`src/hdl/olid_pkg.sv`:
```
// Shared types, codes and defaults of the ordered list unit.
package olid_pkg;

	localparam int LIST_CAPACITY_DEF = 64;
	localparam int VALUE_BITS_DEF    = 30;

	localparam int OP_W     = 2;
	localparam int VALUE_W  = 30;
	localparam int POS_W    = 10;
	localparam int STATUS_W = 2;

	localparam logic [OP_W-1:0] OP_PUSH_FRONT = 2'd0;
	localparam logic [OP_W-1:0] OP_PUSH_BACK  = 2'd1;
	localparam logic [OP_W-1:0] OP_DELETE     = 2'd2;

	localparam logic [STATUS_W-1:0] ST_DONE      = 2'd0;
	localparam logic [STATUS_W-1:0] ST_BAD_INDEX = 2'd1;
	localparam logic [STATUS_W-1:0] ST_FULL      = 2'd2;

	// What the captured word asks for, once checked against the list.
	typedef enum logic [2:0] {
		K_INSERT,
		K_FULL,
		K_DEL_HEAD,
		K_DEL_MID,
		K_BAD
	} kind_t;

	// Source of the next list memory read address.
	typedef enum logic [1:0] {
		RD_HOLD,
		RD_FRONT,
		RD_LINK
	} rd_sel_t;

	typedef struct packed {
		logic    load_in;
		logic    exec;
		rd_sel_t rd_sel;
		logic    k_clr;
		logic    k_inc;
		logic    grab_gone;
		logic    unlink_head;
		logic    unlink_mid;
		logic    emit_elem;
		logic    emit_empty;
	} olid_cmd_t;

	typedef struct packed {
		kind_t kind;
		logic  list_empty;
		logic  walk_hit;
		logic  at_last;
		logic  out_free;
	} olid_sts_t;

endpackage

```
`src/hdl/olid_item_if.sv`:
```
// Input word channel of the ordered list unit.
interface olid_item_if
	import olid_pkg::*;
();
	logic               valid;
	logic               ready;
	logic [OP_W-1:0]    opcode;
	logic [VALUE_W-1:0] item_value;
	logic [POS_W-1:0]   delete_position;

	modport source (output valid, opcode, item_value, delete_position, input ready);
	modport sink   (input valid, opcode, item_value, delete_position, output ready);
endinterface

```
`src/hdl/olid_result_if.sv`:
```
// Result word channel of the ordered list unit.
interface olid_result_if
	import olid_pkg::*;
();
	logic                valid;
	logic                ready;
	logic [STATUS_W-1:0] status;
	logic                has_element;
	logic [VALUE_W-1:0]  element_value;
	logic                is_last;

	modport source (output valid, status, has_element, element_value, is_last, input ready);
	modport sink   (input valid, status, has_element, element_value, is_last, output ready);
endinterface

```
`src/hdl/ordered_list_insert_delete_unit.sv`:
```
// Top level of the ordered list unit: controller plus datapath.
//
// The unit keeps an ordered list of up to LIST_CAPACITY values as a singly
// linked chain of slots in two single-port-write memories (values and next
// links) with registered read data. Each input word inserts at the front,
// inserts at the back, or deletes the element at a zero-based position;
// after every word the whole list goes out front to back, one result word per
// element with is_last on the final one, or one word with has_element low
// when the list is empty. Status is the same on every result word of a run:
// done, index invalid (delete at or beyond the length, or opcode 3), or list
// full (insert dropped). A new element takes the lowest-numbered free slot.
// An insert or rejected word is captured, applied and then emitted; a delete
// at a nonzero position p first walks the links up to its predecessor. The
// walk and the emission both follow one link per cycle, the emission only
// while the output register is free, which is what the registered memory
// read port allows.
// The next input word is taken only after the last result word of the
// current one has been loaded into the output register; that register lets
// the result side stall freely without losing or repeating words.
module ordered_list_insert_delete_unit
	import olid_pkg::*;
#(
	parameter int LIST_CAPACITY = LIST_CAPACITY_DEF,
	parameter int VALUE_BITS    = VALUE_BITS_DEF
) (
	input logic           clk,
	input logic           arst_n,
	olid_item_if.sink     items,
	olid_result_if.source results
);

	olid_cmd_t cmd;
	olid_sts_t sts;

	// Sequence each word through capture, update, walk and emission.
	olid_ctrl u_ctrl (
		.clk      (clk),
		.arst_n   (arst_n),
		.in_valid (items.valid),
		.in_ready (items.ready),
		.sts      (sts),
		.cmd      (cmd)
	);

	// Hold the list, its pointers and the output register.
	olid_datapath #(
		.LIST_CAPACITY (LIST_CAPACITY),
		.VALUE_BITS    (VALUE_BITS)
	) u_datapath (
		.clk             (clk),
		.arst_n          (arst_n),
		.cmd             (cmd),
		.sts             (sts),
		.opcode          (items.opcode),
		.item_value      (items.item_value),
		.delete_position (items.delete_position),
		.out_valid       (results.valid),
		.out_ready       (results.ready),
		.status          (results.status),
		.has_element     (results.has_element),
		.element_value   (results.element_value),
		.is_last         (results.is_last)
	);

endmodule

```
`src/hdl/olid_datapath.sv`:
```
// Datapath: list memories, pointers, free slot map, walk counter and output register.
module olid_datapath
	import olid_pkg::*;
#(
	parameter int LIST_CAPACITY = LIST_CAPACITY_DEF,
	parameter int VALUE_BITS    = VALUE_BITS_DEF
) (
	input  logic                clk,
	input  logic                arst_n,
	input  olid_cmd_t           cmd,
	output olid_sts_t           sts,
	input  logic [OP_W-1:0]     opcode,
	input  logic [VALUE_W-1:0]  item_value,
	input  logic [POS_W-1:0]    delete_position,
	output logic                out_valid,
	input  logic                out_ready,
	output logic [STATUS_W-1:0] status,
	output logic                has_element,
	output logic [VALUE_W-1:0]  element_value,
	output logic                is_last
);

	localparam int SlotBits  = (LIST_CAPACITY > 1) ? $clog2(LIST_CAPACITY) : 1;
	localparam int CountBits = $clog2(LIST_CAPACITY + 1);
	localparam int StoreBits = (VALUE_BITS < VALUE_W) ? VALUE_BITS : VALUE_W;

	logic [StoreBits-1:0] elem_mem [LIST_CAPACITY];
	logic [SlotBits-1:0]  link_mem [LIST_CAPACITY];

	logic [StoreBits-1:0] elem_rd_q;
	logic [SlotBits-1:0]  link_rd_q;
	logic [SlotBits-1:0]  cur_q;
	logic [SlotBits-1:0]  rd_addr;

	logic [SlotBits-1:0]      front_q;
	logic [SlotBits-1:0]      back_q;
	logic [CountBits-1:0]     count_q;
	logic [LIST_CAPACITY-1:0] free_q;
	logic [CountBits-1:0]     k_q;
	logic [SlotBits-1:0]      gone_q;
	logic [SlotBits-1:0]      prev_q;

	logic [OP_W-1:0]      op_q;
	logic [StoreBits-1:0] val_q;
	logic [POS_W-1:0]     pos_q;
	logic [STATUS_W-1:0]  status_q;

	logic                out_v_q;
	logic [STATUS_W-1:0] out_status_q;
	logic                out_has_q;
	logic [VALUE_W-1:0]  out_elem_q;
	logic                out_last_q;

	logic [SlotBits-1:0] free_slot;
	logic                found;
	kind_t               kind;
	logic                do_insert;
	logic                link_we;
	logic [SlotBits-1:0] link_wa;
	logic [SlotBits-1:0] link_wd;

	// Lowest-numbered free slot.
	always_comb begin
		free_slot = '0;
		found     = 1'b0;
		for (int i = 0; i < LIST_CAPACITY; i++) begin
			if (free_q[i] && !found) begin
				free_slot = SlotBits'(i);
				found     = 1'b1;
			end
		end
	end

	always_comb begin
		if (op_q == OP_PUSH_FRONT || op_q == OP_PUSH_BACK) begin
			kind = (count_q == CountBits'(LIST_CAPACITY)) ? K_FULL : K_INSERT;
		end else if (op_q == OP_DELETE && pos_q < POS_W'(count_q)) begin
			kind = (pos_q == '0) ? K_DEL_HEAD : K_DEL_MID;
		end else begin
			kind = K_BAD;
		end
	end

	assign do_insert = cmd.exec && (kind == K_INSERT);

	always_comb begin
		sts.kind       = kind;
		sts.list_empty = (count_q == '0);
		sts.walk_hit   = (POS_W'(k_q) == pos_q - POS_W'(1));
		sts.at_last    = (k_q == count_q - CountBits'(1));
		sts.out_free   = !out_v_q || out_ready;
	end

	// Single link write port: splice on insert, bypass on a middle delete.
	always_comb begin
		link_we = 1'b0;
		link_wa = free_slot;
		link_wd = front_q;
		if (do_insert && count_q != '0) begin
			link_we = 1'b1;
			if (op_q == OP_PUSH_BACK) begin
				link_wa = back_q;
				link_wd = free_slot;
			end
		end else if (cmd.unlink_mid) begin
			link_we = 1'b1;
			link_wa = prev_q;
			link_wd = link_rd_q;
		end
	end

	always_comb begin
		unique case (cmd.rd_sel)
			RD_FRONT: rd_addr = front_q;
			RD_LINK:  rd_addr = link_rd_q;
			default:  rd_addr = cur_q;
		endcase
	end

	always_ff @(posedge clk) begin
		if (do_insert) begin
			elem_mem[free_slot] <= val_q;
		end
		if (link_we) begin
			link_mem[link_wa] <= link_wd;
		end
		elem_rd_q <= elem_mem[rd_addr];
		link_rd_q <= link_mem[rd_addr];
	end

	always_ff @(posedge clk or negedge arst_n) begin
		if (!arst_n) begin
			front_q <= '0;
			back_q  <= '0;
			count_q <= '0;
			free_q  <= '1;
			k_q     <= '0;
			out_v_q <= 1'b0;
		end else begin
			if (do_insert) begin
				free_q[free_slot] <= 1'b0;
				count_q           <= count_q + CountBits'(1);
				if (count_q == '0) begin
					front_q <= free_slot;
					back_q  <= free_slot;
				end else if (op_q == OP_PUSH_BACK) begin
					back_q <= free_slot;
				end else begin
					front_q <= free_slot;
				end
			end
			if (cmd.unlink_head) begin
				free_q[front_q] <= 1'b1;
				count_q         <= count_q - CountBits'(1);
				if (count_q == CountBits'(1)) begin
					front_q <= '0;
					back_q  <= '0;
				end else begin
					front_q <= link_rd_q;
				end
			end
			if (cmd.unlink_mid) begin
				free_q[gone_q] <= 1'b1;
				count_q        <= count_q - CountBits'(1);
				if (gone_q == back_q) begin
					back_q <= prev_q;
				end
			end
			if (cmd.k_clr) begin
				k_q <= '0;
			end else if (cmd.k_inc) begin
				k_q <= k_q + CountBits'(1);
			end
			if (cmd.emit_elem || cmd.emit_empty) begin
				out_v_q <= 1'b1;
			end else if (out_ready) begin
				out_v_q <= 1'b0;
			end
		end
	end

	always_ff @(posedge clk) begin
		cur_q <= rd_addr;
		if (cmd.load_in) begin
			op_q  <= opcode;
			val_q <= item_value[StoreBits-1:0];
			pos_q <= delete_position;
		end
		if (cmd.exec) begin
			unique case (kind)
				K_FULL:  status_q <= ST_FULL;
				K_BAD:   status_q <= ST_BAD_INDEX;
				default: status_q <= ST_DONE;
			endcase
		end
		if (cmd.grab_gone) begin
			gone_q <= link_rd_q;
			prev_q <= cur_q;
		end
		if (cmd.emit_elem) begin
			out_status_q <= status_q;
			out_has_q    <= 1'b1;
			out_elem_q   <= VALUE_W'(elem_rd_q);
			out_last_q   <= sts.at_last;
		end else if (cmd.emit_empty) begin
			out_status_q <= status_q;
			out_has_q    <= 1'b0;
			out_elem_q   <= '0;
			out_last_q   <= 1'b1;
		end
	end

	assign out_valid     = out_v_q;
	assign status        = out_status_q;
	assign has_element   = out_has_q;
	assign element_value = out_elem_q;
	assign is_last       = out_last_q;

endmodule

```
`src/hdl/olid_ctrl.sv`:
```
// Controller: sequences capture, list update, delete walk and emission.
module olid_ctrl
	import olid_pkg::*;
(
	input  logic      clk,
	input  logic      arst_n,
	input  logic      in_valid,
	output logic      in_ready,
	input  olid_sts_t sts,
	output olid_cmd_t cmd
);

	typedef enum logic [2:0] {
		S_IDLE,
		S_EXEC,
		S_DEL_HEAD,
		S_WALK,
		S_DEL_MID,
		S_START,
		S_EMIT,
		S_EMPTY
	} state_t;

	state_t state_q;
	state_t state_d;

	assign in_ready = (state_q == S_IDLE);

	always_comb begin
		cmd     = '0;
		cmd.rd_sel = RD_HOLD;
		state_d = state_q;
		unique case (state_q)
			S_IDLE: begin
				if (in_valid) begin
					cmd.load_in = 1'b1;
					state_d     = S_EXEC;
				end
			end
			S_EXEC: begin
				cmd.exec = 1'b1;
				unique case (sts.kind)
					K_DEL_HEAD: begin
						cmd.rd_sel = RD_FRONT;
						state_d    = S_DEL_HEAD;
					end
					K_DEL_MID: begin
						cmd.rd_sel = RD_FRONT;
						cmd.k_clr  = 1'b1;
						state_d    = S_WALK;
					end
					default: state_d = S_START;
				endcase
			end
			S_DEL_HEAD: begin
				cmd.unlink_head = 1'b1;
				state_d         = S_START;
			end
			S_WALK: begin
				// advance one link a cycle until the predecessor is reached
				cmd.rd_sel = RD_LINK;
				if (sts.walk_hit) begin
					cmd.grab_gone = 1'b1;
					state_d       = S_DEL_MID;
				end else begin
					cmd.k_inc = 1'b1;
				end
			end
			S_DEL_MID: begin
				cmd.unlink_mid = 1'b1;
				state_d        = S_START;
			end
			S_START: begin
				cmd.rd_sel = RD_FRONT;
				cmd.k_clr  = 1'b1;
				state_d    = sts.list_empty ? S_EMPTY : S_EMIT;
			end
			S_EMIT: begin
				if (sts.out_free) begin
					cmd.emit_elem = 1'b1;
					if (sts.at_last) begin
						state_d = S_IDLE;
					end else begin
						cmd.rd_sel = RD_LINK;
						cmd.k_inc  = 1'b1;
					end
				end
			end
			S_EMPTY: begin
				if (sts.out_free) begin
					cmd.emit_empty = 1'b1;
					state_d        = S_IDLE;
				end
			end
			default: state_d = S_IDLE;
		endcase
	end

	always_ff @(posedge clk or negedge arst_n) begin
		if (!arst_n) begin
			state_q <= S_IDLE;
		end else begin
			state_q <= state_d;
		end
	end

endmodule
```
`src/flat_wrapper.sv`:
```
// flat-port wrapper written by rule: the top's interface ports become plain ports
module ordered_list_insert_delete_unit_flat import olid_pkg::*;
#(
	parameter int LIST_CAPACITY = LIST_CAPACITY_DEF,
	parameter int VALUE_BITS    = VALUE_BITS_DEF
)
  (clk, arst_n, items_valid, items_opcode, items_item_value, items_delete_position, items_ready, results_valid, results_status, results_has_element, results_element_value, results_is_last, results_ready);
  olid_item_if items_i ();
  olid_result_if results_i ();
  input logic clk;
  input logic arst_n;
  input wire logic [$bits(items_i.valid)-1:0] items_valid;
  input wire logic [$bits(items_i.opcode)-1:0] items_opcode;
  input wire logic [$bits(items_i.item_value)-1:0] items_item_value;
  input wire logic [$bits(items_i.delete_position)-1:0] items_delete_position;
  output wire logic [$bits(items_i.ready)-1:0] items_ready;
  output wire logic [$bits(results_i.valid)-1:0] results_valid;
  output wire logic [$bits(results_i.status)-1:0] results_status;
  output wire logic [$bits(results_i.has_element)-1:0] results_has_element;
  output wire logic [$bits(results_i.element_value)-1:0] results_element_value;
  output wire logic [$bits(results_i.is_last)-1:0] results_is_last;
  input wire logic [$bits(results_i.ready)-1:0] results_ready;
  assign items_i.valid = items_valid;
  assign items_i.opcode = items_opcode;
  assign items_i.item_value = items_item_value;
  assign items_i.delete_position = items_delete_position;
  assign items_ready = items_i.ready;
  assign results_valid = results_i.valid;
  assign results_status = results_i.status;
  assign results_has_element = results_i.has_element;
  assign results_element_value = results_i.element_value;
  assign results_is_last = results_i.is_last;
  assign results_i.ready = results_ready;
  ordered_list_insert_delete_unit #(.LIST_CAPACITY(LIST_CAPACITY), .VALUE_BITS(VALUE_BITS)) u_core (.clk(clk), .arst_n(arst_n), .items(items_i), .results(results_i));
endmodule
```
`config.mk`:
```
export PLATFORM = sky130hd
export DESIGN_NAME = ordered_list_insert_delete_unit_flat
export DESIGN_NICKNAME = d
export VERILOG_FILES = /design/src/hdl/olid_pkg.sv /design/src/hdl/olid_item_if.sv /design/src/hdl/olid_result_if.sv /design/src/hdl/ordered_list_insert_delete_unit.sv /design/src/hdl/olid_datapath.sv /design/src/hdl/olid_ctrl.sv /design/src/flat_wrapper.sv
export SDC_FILE = /design/constraint.sdc
export NUM_CORES = 2
export LEC_CHECK = 0
export BUFFER_PORTS_ARGS = -buffer_cell sky130_fd_sc_hd__buf_2
export CORE_MARGIN = 1.5
export CORE_UTILIZATION = 50
export CTS_BUF_LIST = sky130_fd_sc_hd__clkbuf_2
export DETAILED_ROUTE_END_ITERATION = 12
export PLACE_DENSITY = 0.65
export SKIP_CTS_REPAIR_TIMING = 1
export SYNTH_ARGS = -nofsm -noshare
export SYNTH_HDL_FRONTEND = slang
export SYNTH_SLANG_ARGS = --single-unit
```
`constraint.sdc`:
```
create_clock -name clk -period 9 [get_ports clk]
set_input_delay 0.45 -clock clk [delete_from_list [all_inputs] [get_ports clk]]
set_output_delay 0.45 -clock clk [all_outputs]
set_load 0.005 [all_outputs]
```
======== Word-level counts from Yosys, hierarchy flattened ========
Memory sizes are Yosys's and may differ from the RTL's. A register that Yosys moved wholly into a read port is not among the register bits.
Cells that the tools add are included.
storage, ports and cells
  register bits after elaboration ......... 190
  latch bits .............................. 0
  bits in writable memories ............... 2,304
  ROM bits ................................ 0
  output and inout port bits .............. 36
  memories kept ........................... 2
cells by class
  add/sub/neg operators ................... 4
  multiply operators ...................... 0
  divide/modulo/power cells ............... 0
  order comparisons ....................... 7
  equal/unequal tests ..................... 26
  shifts and indexed selects .............. 0
  mux-type cells .......................... 206
  bitwise gates (word level) .............. 4
  reductions and logical operators ........ 151
memory list
  name                        words  width  rd ports  clocked after memory_dff  wr ports  RTL line             RTL
  u_core.u_datapath.elem_mem  64     30     1         1                         1         olid_datapath.sv:27  logic [StoreBits-1:0] elem_mem [LIST_CAPACITY];
  u_core.u_datapath.link_mem  64     6      1         1                         1         olid_datapath.sv:28  logic [SlotBits-1:0] link_mem [LIST_CAPACITY];
operator list
  kind                                                               number
  two-way mux 6 bit                                                  79
  two-way mux 64 bit                                                 3
  OR 64 bit                                                          2
  two-way mux 1 bit                                                  95
  logical AND 1 bit                                                  69
  bitwise AND 64 bit                                                 1
  zero test 1 bit                                                    64
  NOT 64 bit                                                         1
  two-way mux 30 bit                                                 2
  two-way mux 7 bit                                                  5
  < comparator 6 x 7 -> 1 bit, second input constant                 3
  two-way mux 3 bit                                                  7
  case mux 3 bit (7 select lines)                                    1
  demux 1 bit (select 6 bit)                                         3
  greater-or-equal comparator 6 x 1 -> 1 bit, second input constant  3
  == test 3 bit, second input constant                               5
  adder 7 x 1 -> 7 bit, second input constant                        2
  == test 3 x 2 -> 1 bit, second input constant                      4
  case mux 6 bit (2 select lines)                                    1
  == test 7 x 10 -> 1 bit                                            1
  zero test 10 bit                                                   1
  < comparator 10 x 7 -> 1 bit                                       1
  two-way mux 2 bit                                                  5
  subtractor 10 x 1 -> 10 bit, second input constant                 1
  25 further kinds                                                   39

======== Logic depth before layout (Yosys ltp) ========
  word-level depth ........................ 201
  depth in mapped cells ................... 22
  mapped depth without buffers ............ 18

======== Hierarchy ========
From an unflattened synthesis, not the netlist that was laid out.
second synthesis, totals
  cell total of the unflattened synthesis .. 4,899
  area, all modules ....................... 99,633.1 um^2
by module, submodules not included
  module         times used  cells an instance  area each (um^2)  seq. area each (um^2)
  olid_datapath  1           4,847              99,255.2          75,077.0
  olid_ctrl      1           52                 377.9             75.1

======== Least setup slack after synthesis ========
Ideal clock, no wire load.
  kind .................................... reg-to-reg
  from .................................... register u_core.u_datapath.free_q[12]
  to ...................................... memory u_core.u_datapath.elem_mem[38][0] (netlist bit) (enable)
  arrival ................................. 5.815 ns
  path slack .............................. 2.692 ns
  stages on the path, launching flop included .. 11
  buffers on the path ..................... 2
  clock period less this slack ............ 6.308 ns
  path through ............................ dfstp_2 or4_1 or3_1 or4_1 buf_2 nor4_1 nor3_1 a31o_2 or2_1 buf_2 nor4_1
between the ends
  cells in the longest elaborated chain, start to end .. 155
RTL lines
  what                               RTL line              RTL
  from (decl)                        olid_datapath.sv:38   logic [LIST_CAPACITY-1:0] free_q;
  from (signal assigned)             olid_datapath.sv:136  free_q <= '1;
  from (signal, indexed assignment)  olid_datapath.sv:141  free_q[free_slot] <= 1'b0;
  from (signal, indexed assignment)  olid_datapath.sv:153  free_q[front_q] <= 1'b1;
  logical AND 1 bit *                olid_datapath.sv:67   if (free_q[i] && !found) begin
  two-way mux 1 bit                  olid_datapath.sv:67
  zero test 1 bit                    olid_datapath.sv:67
  logical AND 1 bit                  olid_datapath.sv:67
  two-way mux 1 bit                  olid_datapath.sv:67
  zero test 1 bit                    olid_datapath.sv:67
  logical AND 1 bit                  olid_datapath.sv:67
  two-way mux 1 bit                  olid_datapath.sv:67
  [139 not listed]                   -
  logical AND 1 bit                  olid_datapath.sv:67
  two-way mux 1 bit                  olid_datapath.sv:67
  zero test 1 bit                    olid_datapath.sv:67
  logical AND 1 bit                  olid_datapath.sv:67
  two-way mux 1 bit                  olid_datapath.sv:67
  zero test 1 bit                    olid_datapath.sv:67
  logical AND 1 bit                  olid_datapath.sv:67
  two-way mux 6 bit *                olid_datapath.sv:67
  to (decl)                          olid_datapath.sv:27
Mark *: on every way between the ends. The rest lies on a longest branch, timed or not.

======== Worst setup path after layout ========
  from .................................... register u_core.u_datapath.count_q[0]
  to ...................................... register u_core.u_datapath.elem_rd_q[8] (read register of u_core.u_datapath.elem_mem)
between the ends
  cells in the longest elaborated chain, start to end .. 10
RTL lines
  what                                                            RTL line              RTL
  from (decl)                                                     olid_datapath.sv:37   logic [CountBits-1:0] count_q;
  from (signal assigned)                                          olid_datapath.sv:142  count_q <= count_q + CountBits'(1);
  from (signal assigned)                                          olid_datapath.sv:154  count_q <= count_q - CountBits'(1);
  from (signal assigned)                                          olid_datapath.sv:164  count_q <= count_q - CountBits'(1);
  < comparator 10 x 7 -> 1 bit                                    olid_datapath.sv:77   end else if (op_q == OP_DELETE && pos_q < POS_W'(count_q)) begin
  logical AND 1 bit                                               olid_datapath.sv:77
  two-way mux 3 bit                                               olid_datapath.sv:77
  two-way mux 3 bit                                               olid_datapath.sv:75   if (op_q == OP_PUSH_FRONT || op_q == OP_PUSH_BACK) begin
  == test 3 x 2 -> 1 bit                                          olid_ctrl.sv:42       unique case (sts.kind)
  OR reduction 2 bit (no line)                                    -
  two-way mux 1 bit                                               olid_ctrl.sv:42
  case mux 2 bit (4 select lines) *                               olid_ctrl.sv:33       unique case (state_q)
  == test 2 bit / == test 2 x 1 -> 1 bit (equally long branches)  olid_datapath.sv:113  unique case (cmd.rd_sel)
  case mux 6 bit (2 select lines) *                               olid_datapath.sv:113
  to (decl)                                                       olid_datapath.sv:30   logic [StoreBits-1:0] elem_rd_q;
Marked as above.
A chain may end at the register's enable or synchronous reset.

==> summary.md <==
| Metric | Value |
|---|---|
| Avg Cell Area, Syn | 20.2 um2 |
| Post-DR vias/cell | 6.25 |
| Final core occ | 0.562 |
| Register bit total from synthesis | roughly 2500 |
| Initial antenna violation count | 7 |
| Asr flop ratio synth | 0.0372 |
| Number of warnings issued by yosys | 0 |
| P_leak | about 35 nW |
| Final min period | 7.37 ns |
| Die X | ~450 um |
| Type of origin of the critical path | flip-flop |
| Root Driver | clkbuf_2 |
| Quantity of I/O buffers inserted on ports | between 80 and 90 |
| Setup TNS | 0 ns |
| Fin crit share | 0.819 |
| Top cells by count, synth | 2393 x edfxtp_1, 576 x mux4_2, 295 x a22oi_1, 191 x a21oi_1, 183 x clkbuf_1 |
| NumNets Final | ~5700 |
| Crit path kind | flip-flop to flip-flop |
| Die Span Y | approximately 450 um |
| Least-Margin Pin Slew | ~1.5 ns |
| MaxCap Viol Count | 1 |
| DRC violations left | 0 |
| TritonCTS clock tree | done |
| Netlist cell types | 80 |
| Area Growth Syn to Fin | 11.5% |
| Post-synth top flop | edfxtp_1 |
| RD Place Congestion | 0.945 |
| Remaining Overflow, GRT | 0 |
| Placement Cell Area | about 100000 um2 |
| Synth area leader | edfxtp_1 |
| Antenna-violating nets left | 0 |
| Flop-to-flop setup slack | 1.63 ns |
| Post-synth top area share | 0.730 |
| Final setup viols | 0 |
| Pwr Total | 33.2 mW |
| Hold WC Path Type | input pin to flip-flop |
| Hold slack | ~0.21 ns |
| Count leader, synth | edfxtp_1 |
| WL/cell | 30.1 um |
| Fill cells | approximately 15000 |
| Share of cells above drive strength 1 | 0.327 |
| H-tree depth | 6 |
| Row Count | 162 |
| Register area share after synthesis | 0.764 |
| Fin. Hold Viols | 0 |
| First-pass GRT wire length | around 370 mm |
| Finished Cell Area | roughly 110000 um2 |
| Status | finished with violations |
| Core footprint | ~200000 um2 |
| Worst Path Max Fanout | 55 |
| Pwr dens | 302 nW/um2 |
| Top cells by area, synth | edfxtp_1 73%, mux4_2 13%, a22oi_1 2.3% |
| CP Data Required Time | 10.65 ns |
| Total GRT Usage | 0.260 |
| Syn Nets | roughly 4900 |
| I/O pin count | 82 |
| Drt pass-1 iters | 6 |
| Post-Synthesis Cells | a little under 5000 |
| DRT iter0 DRCs | 6725 |
| Vias in the first global route | between 50000 and 60000 |
| Slew margin rel. | -0.0137 |
| Pin count of the biggest net entering global routing | roughly 110 |
| CTS sink cnt | approximately 2500 |
| Clock skew | about 0.19 ns |
| Cell Area, Synth | about 100000 um2 |
| RSZ-0062 raised after global routing | false |
| Post-DP HPWL | about 140 mm |
| IR drop worst, VDD | ~0.0003 V |
| Clock transition at path regs | approximately 0.11 ns |
| WL final | approximately 260 mm |
| Critical path endpoint category | flip-flop |
| Clock Tree Buf Depth | 4 |
| DR vias | about 54000 |
| Initial Util | 0.504 |
| Violated checks | capacitance limit, slew limit |
| Die area | 199000 um2 |
| Insertion delay to the later sink of the worst-skew pair | 1.94 ns |
| Total clock buffers created by CTS | approximately 630 |
| Number of synthesized flops with an enable pin | approximately 2400 |
| Slew Viols, Final | 2 |
| Worst EP arrival | around 9.0 ns |
| Max Freq | ~140 MHz |
## power breakdown
group | internal [mW] | switching, mW | total (mW)
logic | 4.03 | 7.03 | 11.1
registers | 14.2 | 0.496 | 14.7
clock network | 2.94 | 4.45 | 7.39
## stage by stage
stage                     setup slack (ns)  cells
after global placement                1.96   7479
after CTS                             1.70   8522
final                                 1.63   8668
after floorplan                       2.69   4881
after global routing                  1.17   8664
after detailed placement              1.75   7479
## final timing paths
kind	start	endpoint	depth (start not counted)
max in group asynchronous	arst_n	u_core.u_datapath.front_q[0]$_DFFE_PN0P_	7
max reg2reg	u_core.u_datapath.count_q[0]$_DFFE_PN0P_	u_core.u_datapath.elem_rd_q[8]$_DFF_P_	17
min in group asynchronous	arst_n	u_core.u_datapath.front_q[4]$_DFFE_PN0P_	6
min reg2reg	u_core.u_datapath.status_q[1]$_DFFE_PP_	u_core.u_datapath.status[1]$_DFFE_PP_	0
min	items_valid	u_core.u_ctrl.state_q[2]$_DFFE_PN0P_	7
max	u_core.u_datapath.count_q[0]$_DFFE_PN0P_	u_core.u_datapath.elem_rd_q[8]$_DFF_P_	17
## layer usage
metal / routed length [um] / up-vias / track usage
met3: 24600 / 456 / 0.0565
met4: 7060 / 0 / 0.0866
met2: 126000 / 2960 / 0.411
met5: 0 / - / 0
li1: - / 22400 / -
met1: 103000 / 28300 / 0.362
## area by class of cell
class | instances | area [um2] | area share
sequential | 2530 | 75200 | 0.685
multi-input combinational | 2008 | 22400 | 0.204
clock buffer | 919 | 4600 | 0.0419
timing repair buffer | 395 | 3380 | 0.0308
tap | 2624 | 3280 | 0.0299
clock inverter | 124 | 733 | 0.00668
inverter | 60 | 225 | 0.00205
antenna | 8 | 20.0 | 0.000182
## sequential cells by signal (all words and copies together), names as in the netlist, 7 cells and up
signal and cells:
u_core.u_datapath.count_q 7, u_core.u_datapath.elem_mem 1920, u_core.u_datapath.elem_rd_q 30, u_core.u_datapath.element_value 30
u_core.u_datapath.free_q 64, u_core.u_datapath.k_q 7, u_core.u_datapath.link_mem 384, u_core.u_datapath.pos_q 10
u_core.u_datapath.val_q 30
## cells by family (layout without fill, tap and decap cells)
logic type	Yosys count	after routing	synth area share
mux	582	582	0.132
simple gates	593	593	0.0310
fa+ha+maj	15	15	0.00191
other cells	0	8	0
xor+xnor	32	32	0.00285
compound gates	786	786	0.0547
buf+inv	343	1498	0.0133
flops	2530	2530	0.764
## cells in the final DEF, fill, tap and decap left out, drive strengths merged, types with 64 or more instances in the layout
cell type	netlist	routed
a21oi	192	192
a22oi	295	295
buf	100	258
clkbuf	183	919
clkinv	1	101
dfstp	64	64
dlygate4sd3	0	137
edfxtp	2393	2393
inv	59	71
mux4	576	576
nand2	128	128
nor2	96	96
nor3	105	105
## critical path: stages (launching register included)
cell and delay (ns):
dfrtp_1 0.52, inv_1 0.11, ha_1 0.24, nor2b_1 0.34, a21oi_1 0.11, or4b_2 0.63
a211oi_1 0.31, nor3_1 0.21, nor2b_1 0.35, ha_1 0.51, o21ai_4 0.74, buf_12 0.45
buf_4 0.40, mux4_2 0.55, a22oi_1 0.21, a21oi_1 0.10, a211oi_1 1.21, a21oi_1 0.07
Note: power is estimated with default switching activity, not from simulation.
